<file path="src/sv/ecsl_pkg.sv">
// Package with types and constants of the command skip lexer.
`timescale 1ns / 1ps

package ecsl_pkg;

    localparam int CFG_ADDR_W = 3;
    localparam int CFG_DATA_W = 32;

    localparam logic [CFG_ADDR_W-3:0] REG_IN_MACRO = 1'b0;

    localparam logic [3:0] PH_IDLE  = 4'd0;
    localparam logic [3:0] PH_ONE   = 4'd1;
    localparam logic [3:0] PH_DELIM = 4'd2;
    localparam logic [3:0] PH_TEXT  = 4'd3;
    localparam logic [3:0] PH_CARET = 4'd4;
    localparam logic [3:0] PH_E     = 4'd5;
    localparam logic [3:0] PH_F     = 4'd6;
    localparam logic [3:0] PH_QUOTE = 4'd7;
    localparam logic [3:0] PH_QNAME = 4'd8;

    localparam logic [2:0] ERR_NONE    = 3'd0;
    localparam logic [2:0] ERR_UNTERM  = 3'd1;
    localparam logic [2:0] ERR_CARET   = 3'd2;
    localparam logic [2:0] ERR_E       = 3'd3;
    localparam logic [2:0] ERR_F       = 3'd4;
    localparam logic [2:0] ERR_QUOTE   = 3'd5;

    localparam logic [7:0] CH_CTRL_A = 8'h01;
    localparam logic [7:0] CH_TAB    = 8'h09;
    localparam logic [7:0] CH_CTRL_U = 8'h15;
    localparam logic [7:0] CH_ESC    = 8'h1B;
    localparam logic [7:0] CH_RS     = 8'h1E;

    localparam logic [4:0] CTL_A  = 5'h01;
    localparam logic [4:0] CTL_I  = 5'h09;
    localparam logic [4:0] CTL_U  = 5'h15;
    localparam logic [4:0] CTL_RS = 5'h1E;

    typedef struct packed {
        logic [7:0] ch;
        logic       buffer_end;
    } in_item_t;

    typedef struct packed {
        logic       cmd_done;
        logic [2:0] error_code;
        logic       mid_command;
    } out_item_t;

endpackage

</file>
<file path="src/sv/editor_command_skip_lexer_top.sv">
// Each byte is registered on input and its result is registered on output.
// Throughput: one byte per cycle unless the output stalls; the single
// next-state pass over phase, delimiter and prefix flags decides each byte.
// Reset: synchronous, active low; clears phase, delimiter, flags, valids
// and the in_macro register.
`timescale 1ns / 1ps

module editor_command_skip_lexer_top
    import ecsl_pkg::*;
(
    input  logic                  aclk,
    input  logic                  aresetn,
    input  logic                  s_valid,
    output logic                  s_ready,
    input  in_item_t              s_data,
    output logic                  m_valid,
    input  logic                  m_ready,
    output out_item_t             m_data,
    input  logic                  psel,
    input  logic                  penable,
    input  logic                  pwrite,
    input  logic [CFG_ADDR_W-1:0] paddr,
    input  logic [CFG_DATA_W-1:0] pwdata,
    output logic [CFG_DATA_W-1:0] prdata,
    output logic                  pready
);

    logic       in_valid_reg;
    in_item_t   in_data_reg;
    logic       out_valid_reg;
    out_item_t  out_data_reg;
    logic [3:0] phase_reg;
    logic [3:0] phase_next;
    logic [7:0] delim_reg;
    logic [7:0] delim_next;
    logic       atsign_reg;
    logic       atsign_next;
    logic       second_reg;
    logic       second_next;
    logic       in_macro_reg;
    out_item_t  result;
    logic       advance;
    logic       cfg_write;

    assign advance   = in_valid_reg && (!out_valid_reg || m_ready);
    assign s_ready   = !in_valid_reg || advance;
    assign m_valid   = out_valid_reg;
    assign m_data    = out_data_reg;
    assign pready    = 1'b1;
    assign cfg_write = psel && penable && pwrite;

    always_comb begin
        prdata = '0;
        if (paddr[CFG_ADDR_W-1:2] == REG_IN_MACRO) begin
            prdata = {{(CFG_DATA_W-1){1'b0}}, in_macro_reg};
        end
    end

    always_comb begin
        logic [7:0] c;
        logic [7:0] u;
        logic [3:0] ph;
        logic       done;
        logic [2:0] err;
        logic       start_req;
        logic [7:0] start_delim;
        logic       was_open;

        c           = in_data_reg.ch;
        u           = (c >= "a" && c <= "z") ? c - 8'd32 : c;
        ph          = (phase_reg > PH_QNAME) ? PH_IDLE : phase_reg;
        was_open    = (ph != PH_IDLE);
        phase_next  = ph;
        delim_next  = delim_reg;
        atsign_next = atsign_reg;
        second_next = second_reg;
        done        = 1'b0;
        err         = ERR_NONE;
        start_req   = 1'b0;
        start_delim = CH_ESC;

        if (in_data_reg.buffer_end) begin
            if (ph != PH_IDLE || atsign_reg) begin
                err         = in_macro_reg ? ERR_NONE : ERR_UNTERM;
                phase_next  = PH_IDLE;
                delim_next  = '0;
                atsign_next = 1'b0;
                second_next = 1'b0;
            end
        end else begin
            unique case (ph)
                PH_IDLE: begin
                    if (c == 8'h00 || (c >= 8'h0A && c <= 8'h0D) || c == " ") begin
                        done = 1'b1;
                    end else if (c == "@") begin
                        atsign_next = 1'b1;
                    end else begin
                        case (u) inside
                            CH_CTRL_A, "!": begin
                                start_req   = 1'b1;
                                start_delim = c;
                            end
                            CH_TAB, "I", "N", "O", "S", "_": begin
                                start_req = 1'b1;
                            end
                            CH_CTRL_U: phase_next = PH_QNAME;
                            CH_RS, "%", "G", "M", "Q", "U", "X", "[", "]": begin
                                phase_next = PH_ONE;
                            end
                            "\"": phase_next = PH_QUOTE;
                            "E": phase_next = PH_E;
                            "F": phase_next = PH_F;
                            "^": phase_next = PH_CARET;
                            default: done = 1'b1;
                        endcase
                    end
                end
                PH_ONE: begin
                    done = 1'b1;
                end
                PH_QNAME: begin
                    start_req = 1'b1;
                end
                PH_DELIM: begin
                    delim_next = c;
                    phase_next = PH_TEXT;
                end
                PH_TEXT: begin
                    if (c == delim_reg) begin
                        if (second_reg) begin
                            second_next = 1'b0;
                        end else begin
                            done = 1'b1;
                        end
                    end
                end
                PH_CARET: begin
                    if (u < "A" || u > "_") begin
                        err = ERR_CARET;
                    end else begin
                        case (u[4:0])
                            CTL_A: begin
                                start_req   = 1'b1;
                                start_delim = CH_CTRL_A;
                            end
                            CTL_I:   start_req = 1'b1;
                            CTL_U:   phase_next = PH_QNAME;
                            CTL_RS:  phase_next = PH_ONE;
                            default: done = 1'b1;
                        endcase
                    end
                end
                PH_E: begin
                    case (u) inside
                        "%", "Q": phase_next = PH_ONE;
                        "_", "B", "I", "G", "L", "N", "R", "W": start_req = 1'b1;
                        default: begin
                            if (u >= "A" && u <= "Z") begin
                                done = 1'b1;
                            end else begin
                                err = ERR_E;
                            end
                        end
                    endcase
                end
                PH_F: begin
                    case (u) inside
                        "C", "N", "S", "_": begin
                            second_next = 1'b1;
                            start_req   = 1'b1;
                        end
                        "B", "D", "K", "R": start_req = 1'b1;
                        "<", ">", "'", "|": done = 1'b1;
                        default: err = ERR_F;
                    endcase
                end
                PH_QUOTE: begin
                    case (u) inside
                        "<", "=", ">", "A", "C", "D", "E", "F", "G",
                        "L", "N", "R", "S", "T", "U", "V", "W": done = 1'b1;
                        default: err = ERR_QUOTE;
                    endcase
                end
                default: begin
                    done = 1'b0;
                end
            endcase

            if (start_req) begin
                if (atsign_reg) begin
                    phase_next = PH_DELIM;
                end else begin
                    delim_next = start_delim;
                    phase_next = PH_TEXT;
                end
            end

            if (err != ERR_NONE || (done && was_open)) begin
                done        = done && (err == ERR_NONE);
                phase_next  = PH_IDLE;
                delim_next  = '0;
                atsign_next = 1'b0;
                second_next = 1'b0;
            end
        end

        result.cmd_done    = done;
        result.error_code  = err;
        result.mid_command = (phase_next != PH_IDLE) || atsign_next;
    end

    always_ff @(posedge aclk) begin
        if (!aresetn) begin
            in_valid_reg  <= 1'b0;
            out_valid_reg <= 1'b0;
            phase_reg     <= PH_IDLE;
            delim_reg     <= '0;
            atsign_reg    <= 1'b0;
            second_reg    <= 1'b0;
            in_macro_reg  <= 1'b0;
        end else begin
            if (s_valid && s_ready) begin
                in_valid_reg <= 1'b1;
            end else if (advance) begin
                in_valid_reg <= 1'b0;
            end
            if (advance) begin
                out_valid_reg <= 1'b1;
                phase_reg     <= phase_next;
                delim_reg     <= delim_next;
                atsign_reg    <= atsign_next;
                second_reg    <= second_next;
            end else if (m_ready) begin
                out_valid_reg <= 1'b0;
            end
            if (cfg_write && paddr[CFG_ADDR_W-1:2] == REG_IN_MACRO) begin
                in_macro_reg <= pwdata[0];
            end
        end
    end

    always_ff @(posedge aclk) begin
        if (s_valid && s_ready) begin
            in_data_reg <= s_data;
        end
        if (advance) begin
            out_data_reg <= result;
        end
    end

endmodule

</file>
<file path="config.mk">
export PLATFORM = sky130hd
export DESIGN_NAME = editor_command_skip_lexer_top
export DESIGN_NICKNAME = d
export VERILOG_FILES = /design/src/sv/ecsl_pkg.sv /design/src/sv/editor_command_skip_lexer_top.sv
export SDC_FILE = /design/constraint.sdc
export NUM_CORES = 1
export LEC_CHECK = 0
export BUFFER_PORTS_ARGS = -buffer_cell sky130_fd_sc_hd__buf_2
export CAP_MARGIN = 15
export CORE_MARGIN = 5
export CORE_UTILIZATION = 45
export CTS_BUF_LIST = sky130_fd_sc_hd__clkbuf_2
export CTS_CLUSTER_SIZE = 14
export DETAILED_ROUTE_END_ITERATION = 8
export PLACE_DENSITY = 0.79
export SYNTH_ARGS = -nofsm -noshare
export SYNTH_HDL_FRONTEND = slang
export SYNTH_SLANG_ARGS = --single-unit
export TNS_END_PERCENT = 10
</file>
<file path="constraint.sdc">
create_clock -name aclk -period 7.62 [get_ports aclk]
set_input_delay 0.762 -clock aclk [delete_from_list [all_inputs] [get_ports aclk]]
set_output_delay 0.762 -clock aclk [all_outputs]
set_load 0.02 [all_outputs]
</file>
# Word level (Yosys, flattened, before mapping)
# Index checks and enable logic that the tools add are counted.
# totals
ff_bits,31
inputBits,51
out_inout_bits,40
elab_cells,219
# classes
add_sub_neg,1
order_cmp,9
n_eq_ne,55
n_mux,99
bitwise,1
n_reduce_logical,42
# op_table
operator,n
== test 8 x 7 -> 1 bit (second input constant),27
two-way mux 8 bit,10
two-way mux 4 bit,17
== test 8 x 6 -> 1 bit (second input constant),8
two-way mux 1 bit,53
two-way mux 3 bit,6
OR reduction 17 bit,1
== test 4 x 3 -> 1 bit (second input constant),4
== test 8 x 5 -> 1 bit (second input constant),2
greater-or-equal comparator 8 x 7 -> 1 bit (second input constant),2
<= comparator 8 x 7 -> 1 bit (second input constant),2
one-hot mux 4 bit (4 select lines),1
one-hot mux 8 bit (2 select lines),1
OR reduction 4 bit,4
one-hot mux 3 bit (4 select lines),1
nonzero test 4 bit,3
== test 5 bit (second input constant),2
logical AND 1 bit,10
two-way mux 5 bit,2
OR reduction 9 bit,1
== test 4 x 2 -> 1 bit (second input constant),2
== test 8 x 1 -> 1 bit (second input constant),1
== test 8 x 4 -> 1 bit (second input constant),1
== test 8 bit,1
30 further kinds,45

# Logic depth before layout (Yosys ltp)
# Gate-level depths: netlist of run 1.
# logic_depth
word_depth,22
depth_mapped,11
ltp_nobuf,10

# Least setup slack after synthesis of run 1
# Ideal clock, no wire load.
# synth_path
kind,register -> register
start,register in_data_reg[6] in the netlist's numbering
end,register phase_reg[1]
setup_time_ps,74
arrival_ps,2629
t_required_ps,7546
slack_ps,4916
path_stages_with_launch,12
path_buffers,1
period_less_slack_ps,2704
path_cell_list,edfxtp_1 -> buf_2 -> inv_1 -> ha_1 -> or2_1 -> a21oi_1 -> a311oi_1 -> a2bb2oi_2 -> o311a_2 -> nand4_4 -> or3_1 -> a21oi_1
# synth_between
elab_chain_len,20
elab_cells_between_ends,136
classes_between,add/sub: 1; order compare: 8; eq/ne: 44; mux: 62; reduce/logical: 21
# synth_rtl
element,line,text
"start, declared",editor_command_skip_lexer_top.sv:29,in_item_t in_data_reg;
"start signal, assigned",editor_command_skip_lexer_top.sv:244,in_data_reg <= s_data;
greater-or-equal comparator 8 x 7 -> 1 bit / <= comparator 8 x 7 -> 1 bit (equally long branches),editor_command_skip_lexer_top.sv:70,"u = (c >= ""a"" && c <= ""z"") ? c - 8'd32 : c;"
logical AND 1 bit,editor_command_skip_lexer_top.sv:70,
two-way mux 8 bit,editor_command_skip_lexer_top.sv:70,
== test 8 x 7 -> 1 bit (no source line),-,
two-way mux 1 bit (8 in series),editor_command_skip_lexer_top.sv:98,case (u) inside
two-way mux 1 bit,editor_command_skip_lexer_top.sv:95,"end else if (c == ""@"") begin"
two-way mux 1 bit,editor_command_skip_lexer_top.sv:93,"if (c == 8'h00 || (c >= 8'h0A && c <= 8'h0D) || c == "" "") begin"
one-hot mux 1 bit (7 select lines),editor_command_skip_lexer_top.sv:91,unique case (ph)
two-way mux 1 bit,editor_command_skip_lexer_top.sv:82,if (in_data_reg.buffer_end) begin
logical AND 1 bit,editor_command_skip_lexer_top.sv:198,if (err != ERR_NONE || (done && was_open)) begin
logical OR 1 bit,editor_command_skip_lexer_top.sv:198,
two-way mux 4 bit *,editor_command_skip_lexer_top.sv:198,
two-way mux 4 bit *,editor_command_skip_lexer_top.sv:82,
"end signal, assigned",editor_command_skip_lexer_top.sv:229,phase_reg <= phase_next;
"end, declared",editor_command_skip_lexer_top.sv:32,logic [3:0] phase_reg;
# Every way passes the cells marked *; elsewhere a longest branch is shown, timed or not. The select of a mux whose other input is x is not followed.
# A chain may end at the register's enable or synchronous reset.

# Worst setup path after layout of run 1
# layout_path
start,register in_data_reg[7] in the netlist's numbering
end,register delim_reg[7]
# layout_between
elab_chain_len,20
elab_cells_between_ends,127
classes_between,add/sub: 1; order compare: 8; eq/ne: 44; mux: 53; reduce/logical: 21
# layout_rtl
element,line,text
greater-or-equal comparator 8 x 7 -> 1 bit / <= comparator 8 x 7 -> 1 bit (equally long branches),editor_command_skip_lexer_top.sv:70,
logical AND 1 bit,editor_command_skip_lexer_top.sv:70,
two-way mux 8 bit,editor_command_skip_lexer_top.sv:70,
== test 8 x 7 -> 1 bit (no source line),-,
two-way mux 1 bit (8 in series),editor_command_skip_lexer_top.sv:98,
two-way mux 1 bit,editor_command_skip_lexer_top.sv:95,
two-way mux 1 bit,editor_command_skip_lexer_top.sv:93,
one-hot mux 1 bit (7 select lines),editor_command_skip_lexer_top.sv:91,
two-way mux 1 bit,editor_command_skip_lexer_top.sv:82,
logical AND 1 bit,editor_command_skip_lexer_top.sv:198,
logical OR 1 bit,editor_command_skip_lexer_top.sv:198,
two-way mux 8 bit *,editor_command_skip_lexer_top.sv:198,
two-way mux 8 bit *,editor_command_skip_lexer_top.sv:82,
"end signal, assigned",editor_command_skip_lexer_top.sv:230,delim_reg <= delim_next;
"end, declared",editor_command_skip_lexer_top.sv:34,logic [7:0] delim_reg;
# Marked as above.

==> summary.txt, run 1 <==
Run status
  • Status: complete, no violations

Placed design
  • Post-DP HPWL: 6.38 mm
  • Pre-CTS setup slack: 4.13 ns
  • Placed inst area: 3200 µm²
  • Port bufs: 25
  • GP Congestion: 0.990

Power
  • Power Total: 0.402 mW
  • Worst vdd ir: 131 µV
  • PD cells: 123 nW/µm²
  • Static Leak: 1.18 nW

GRT
  • M2 GR Usage: 0.309
  • Grt peak-use layer: met2
  • Number of global-route vias before repair: 2804
  • Largest net degree at the start of global routing: 33
  • First-pass GRT wire length: 13.7 mm
  • Met1 Usage GRT: 0.257
  • Met3 Use GR: 0.0248
  • Total GRT Usage: 0.192
  • Gr ovfl total: 0
  • Number of antenna violations at the first check in global routing: 0

Drt
  • DR WL/cell: 17.0 µm
  • Routed WL: 8.61 mm
  • Residual DRC: 0
  • Vias: 3099
  • DRT Pass-1 Iters: 5
  • Post-route ant nets: 0
  • Vias per cell: 6.12
  • 1st-iter DRT viols: 377

Clocking
  • Worst skew pair latency: 0.38 ns
  • Clk pin slew, worst setup/hold paths: 0.16 ns
  • Post-CTS Setup Inserts: 0
  • Clock root buffer: clkbuf_2
  • Post_cts resized: 0
  • Num CTS Buffers: 5
  • Total clock sinks: 31
  • H-tree levels: 2
  • CTS Buffer Depth: 2
  • CTS tree: done
  • Hold-fix buffers at CTS: 0

Hold path
  • Hold WC Path Type: reg2reg
  • WHS Endpoint: delim_reg[2]$_SDFFE_PN0P_
  • Hold Startpoint: delim_reg[2]$_SDFFE_PN0P_
  • Hold Path Depth: 2

STA
  • Final Setup Violations: 0
  • Post-route minimum period: 3.61 ns
  • Fmax: 277 MHz
  • Post-route setup TNS: 0 ns
  • Worst slew pin tran: 1.02 ns
  • Rel. slew slack: 0.317
  • Hold_ws: 0.483 ns
  • Final period util: 0.474
  • Max Slew Vio Count: 0
  • Final Hold Viols: 0
  • RSZ-0062 raised after global routing: false
  • Final Skew: 0.0138 ns
  • Post-route worst setup slack: 4.01 ns

Setup path
  • Crit path DAT: 3.92 ns
  • Worst-path cell chain: inv_1, ha_1, or2_1, a21oi_1, a311oi_1, a2bb2oi_2, o311a_2, nand4_4, nor4_2, o2bb2ai_1
  • Slowest CP cell: edfxtp_1
  • FF-to-FF Start: in_data_reg[7]$_DFFE_PP_
  • Launch point of the worst path: in_data_reg[7]$_DFFE_PP_
  • CP required: 7.92 ns
  • Cell family with most CP delay: compound AO/OA/AOI/OAI gates
  • Worst setup EP type: flop
  • R2R depth: 10
  • Reg-to-reg endpoint: delim_reg[7]$_SDFFE_PN0P_
  • CP Max Fanout: 19
  • R2R Setup Slk: 4.01 ns
  • Worst Path Buf+Inv: 1
  • Class of the most critical setup path: reg2reg
  • CP peak stage delay: 0.83 ns
  • Worst Setup Start Kind: flop

Floorplanning
  • Die width: 94.3 µm
  • FP Rows: 30
  • Initial Utilization: 0.466
  • Full die area: 8890 µm²
  • Die Y: 94.3 µm
  • Top-level port count: 91
  • Core area: 6870 µm²

Synthesis
  • Synthesis Warnings: 0
  • Post-synth ARST share: 0
  • Synth Flop Type: dfxtp_1
  • Post-Syn Area per Cell: 7.94 µm²
  • Mapped Cells: 403
  • Sequential-to-total area share from yosys stat: 0.238
  • Post-synth EDFFs: 14
  • Synth unique cells: 89
  • Mapped Area: 3200 µm²
  • Synth Register Bits: 31

Finish
  • Filler cells: 677
  • Max reg flops: 9
  • Register Area: 761 µm²
  • Share of layout cells above drive strength 1: 0.156
  • Most common cell after layout, fill and taps aside: nor2_1
  • # nets final: 463
  • Commonest non-fill, non-tap cells in the layout: nor2_1, nand2_1, conb_1
  • Ant diodes: 0
  • Design area: 3270 µm²
  • P&R area growth vs syn: 2.15%
  • Area of the multi-input gates: 2150 µm²

Flow run
  • Max_cap viols: 0
[how the worst max path moves through the flow]
stage / to / cells past startpoint
3_3_place_gp: m_data[0]$_DFFE_PP_ / 10
6_report: delim_reg[7]$_SDFFE_PN0P_ / 10
5_1_grt: delim_reg[7]$_SDFFE_PN0P_ / 10
2_1_floorplan: phase_reg[1]$_SDFFE_PN0P_ / 11
4_1_cts: delim_reg[7]$_SDFFE_PN0P_ / 10
3_5_place_dp: delim_reg[7]$_SDFFE_PN0P_ / 10
[worst min-delay path, stage by stage (launching register included)]
cell and delay (ns):
dfxtp_1 0.35, inv_1 0.06, o2bb2ai_1 0.05
[cells in the mapped netlist, drive strengths merged, types with 3 or more instances]
cell	instances	share of area
buf	48	0.10
nand2	37	0.044
nor2	37	0.043
o21ai	25	0.039
a21oi	23	0.038
dfxtp	17	0.11
edfxtp	14	0.13
nand3	12	0.019
a31oi	11	0.028
nor3	11	0.019
inv	10	0.012
clkbuf	9	0.011
nand2b	9	0.018
nor2b	7	0.014
nor4	7	0.018
xnor2	7	0.019
a31o	5	0.014
o211ai	5	0.013
a21boi	4	0.0094
a2bb2oi	4	0.015
and3	4	0.0078
nand4	4	0.013
nand4b	4	0.011
nor3b	4	0.0094
nor4bb	4	0.013
or2	4	0.0078
or4b	4	0.014
a22oi	3	0.0070
a41oi	3	0.011
and4	3	0.0090
ha	3	0.012
nand3b	3	0.0070
nor4b	3	0.0082
o2111ai	3	0.0082
o211a	3	0.012
o221ai	3	0.016
o22ai	3	0.0078
or3	3	0.0074
xor2	3	0.0082
[area by class of cell]
class / count / area share
clock inverters: 3 / 0.0119
flip-flops and latches: 31 / 0.233
inverters: 11 / 0.0126
well taps: 96 / 0.0368
multi-input cells: 334 / 0.658
repair buffers: 26 / 0.0406
clock buffers: 5 / 0.00766
[cells by family after synthesis]
| group | Yosys count | share of synthesized area |
|---|---|---|
| other | 2 | 0.00235 |
| buffers and inverters | 68 | 0.126 |
| AO/OA/AOI/OAI | 117 | 0.282 |
| adder cells (fa/ha/maj) | 3 | 0.0117 |
| XOR/XNOR | 10 | 0.0274 |
| AND/OR/NAND/NOR | 170 | 0.307 |
| flip-flops | 31 | 0.238 |
| multiplexers | 2 | 0.00626 |
[metrics by stage]
step	util	cells
2_1_floorplan	-	433
3_3_place_gp	0.466	498
3_5_place_dp	0.466	498
4_1_cts	0.476	506
5_1_grt	0.476	506
6_report	0.476	506
[report_power, final]
group	internal (mW)	leakage (nW)	total (mW)	switching, mW
clock	0.0540	0.0404	0.113	0.0586
sequential	0.180	0.274	0.196	0.0167
combinational	0.0309	0.862	0.0930	0.0621
[routing by layer]
metal / share of wire / routed length, µm / up-vias
li1: - / - / 1450
met1: 0.42 / 3620 / 1440
met2: 0.46 / 3940 / 183
met3: 0.087 / 750 / 26
met4: 0.035 / 301 / 0
met5: 0 / 0 / -
Power figures use the tool's default switching activity.
==> run 2, diff against run 1 <==
- PLACE_DENSITY: 0.79 -> 0.81
- clock period: 7.62 -> 3.2 ns (I/O delays scaled with it)
==> summary.txt, run 2 (synthesis gave the netlist of run 1 again) <==
Setup path
  • Crit path DAT: 3.22 ns
  • FF-to-FF Start: in_data_reg[1]$_DFFE_PP_
  • Class of the most critical setup path: reg2reg
  • Reg-to-reg endpoint: m_data[0]$_DFFE_PP_
  • Worst setup EP type: flop
  • CP Max Fanout: 16
  • Launch point of the worst path: in_data_reg[1]$_DFFE_PP_
  • R2R Setup Slk: 0.12 ns
  • Worst Setup Start Kind: flop
  • CP required: 3.34 ns
  • R2R depth: 8

Finish
  • Most common cell after layout, fill and taps aside: nor2_1
  • Max reg flops: 9
  • Util after Layout: 0.491
  • P&R area growth vs syn: 5.36%
  • # nets final: 480
  • Share of layout cells above drive strength 1: 0.192
  • Commonest non-fill, non-tap cells in the layout: nor2_1, nand2_1, conb_1
  • Ant diodes: 0

Drt
  • Vias: 3237
  • DR WL/cell: 16.9 µm
  • Post-route ant nets: 0
  • Residual DRC: 0
  • Routed WL: 8.85 mm
  • Vias per cell: 6.19
  • 1st-iter DRT viols: 571
  • DRT Pass-1 Iters: 5

Power
  • PD cells: 268 nW/µm²
  • Worst vdd ir: 198 µV
  • Static Leak: 1.25 nW

Clocking
  • Hold-fix buffers at CTS: 0
  • CTS Buffer Depth: 2
  • CTS tree: done
  • Post-CTS Setup Inserts: 0
  • Num CTS Buffers: 5
  • Worst skew pair latency: 0.38 ns
  • Total clock sinks: 31
  • Clock root buffer: clkbuf_2
  • H-tree levels: 2
  • Post_cts resized: 0
  • Clk pin slew, worst setup/hold paths: 0.18 ns

GRT
  • Largest net degree at the start of global routing: 28
  • Number of antenna violations at the first check in global routing: 0
  • Total GRT Usage: 0.199
  • Gr ovfl total: 0
  • Number of global-route vias before repair: 2832
  • First-pass GRT wire length: 14.1 mm

STA
  • Rel. slew slack: 0.592
  • Post-route setup TNS: 0 ns
  • RSZ-0062 raised after global routing: false
  • Final Setup Violations: 0
  • Final Skew: 0.0181 ns
  • Fmax: 324 MHz
  • Max Slew Vio Count: 0
  • Final period util: 0.963
  • Final Hold Viols: 0
  • Worst slew pin tran: 0.606 ns
  • Post-route minimum period: 3.08 ns

Floorplanning
  • Initial Utilization: 0.466
  • Die Y: 94.3 µm
  • FP Rows: 30
  • Top-level port count: 91
  • Core area: 6870 µm²
  • Full die area: 8890 µm²
  • Die width: 94.3 µm

Run status
  • Status: complete, no violations

Hold path
  • Hold WC Path Type: in2reg
  • WHS Endpoint: in_data_reg[2]$_DFFE_PP_
  • Hold Path Depth: 1
  • Hold Startpoint: s_data[2]

Placed design
  • Post-DP HPWL: 6.73 mm
  • GP Congestion: 0.962
  • Port bufs: 25

Flow run
  • Max_cap viols: 0
==> run 2: power by group <==
group | switching, mW | internal, mW | total (mW)
clock network | 0.146 | 0.0544 | 0.201
logic | 0.174 | 0.0840 | 0.258
registers | 0.0169 | 0.428 | 0.445
total | 0.337 | 0.566 | 0.904
==> run 2: how the worst max path moves through the flow <==
stage / end / depth (start not counted) / slack, ns
finish: m_data[0]$_DFFE_PP_ / 8 / 0.12
global route: m_data[4]$_SDFFCE_PP0P_ / 10 / 0.03
CTS: delim_reg[5]$_SDFFE_PN0P_ / 10 / 0.21
detailed placement: m_data[0]$_DFFE_PP_ / 8 / 0.23
global placement: m_data[0]$_DFFE_PP_ / 8 / 0.26
floorplan: phase_reg[1]$_SDFFE_PN0P_ / 11 / 0.50
==> run 2: cell type report <==
cell class,instances,area (µm²)
clock buffers,6,30.0
clock inverters,2,8.76
fillers,657,3500
inverters,11,41.3
multi-input cells,334,2150
flip-flops and latches,31,761
well taps,96,120
repair buffers,43,260
==> run 2: per-layer routing <==
layer	GRT usage	vias up	wire, µm
li1	-	1490	-
met1	0.264	1511	3510
met2	0.316	205	4070
met3	0.0288	31	930
met4	0.0975	0	347
met5	0	-	0
==> run 2: worst max-delay path: stages, from the launching register on <==
cell      delay (ns)
edfxtp_1        0.64
or3_4           0.52
o221ai_2        0.24
and2_2          0.25
o22ai_1         0.12
and4_1          0.29
o21bai_2        0.37
o41a_1          0.28
a41oi_1         0.14
==> run 2: per-stage QoR <==
step | instances | area (µm²) | setup WS [ns] | hold slack (ns) | power [mW]
3_5_place_dp | 515 | 3330 | 0.227 | 0.464 | 0.704
5_1_grt | 523 | 3370 | 0.0303 | 0.0709 | 0.952
4_1_cts | 523 | 3370 | 0.211 | 0.0997 | 0.902
6_report | 523 | 3370 | 0.118 | 0.109 | 0.904
3_3_place_gp | 515 | 3330 | 0.257 | 0.445 | 0.701
2_1_floorplan | 433 | 3310 | 0.496 | 0.419 | 0.671
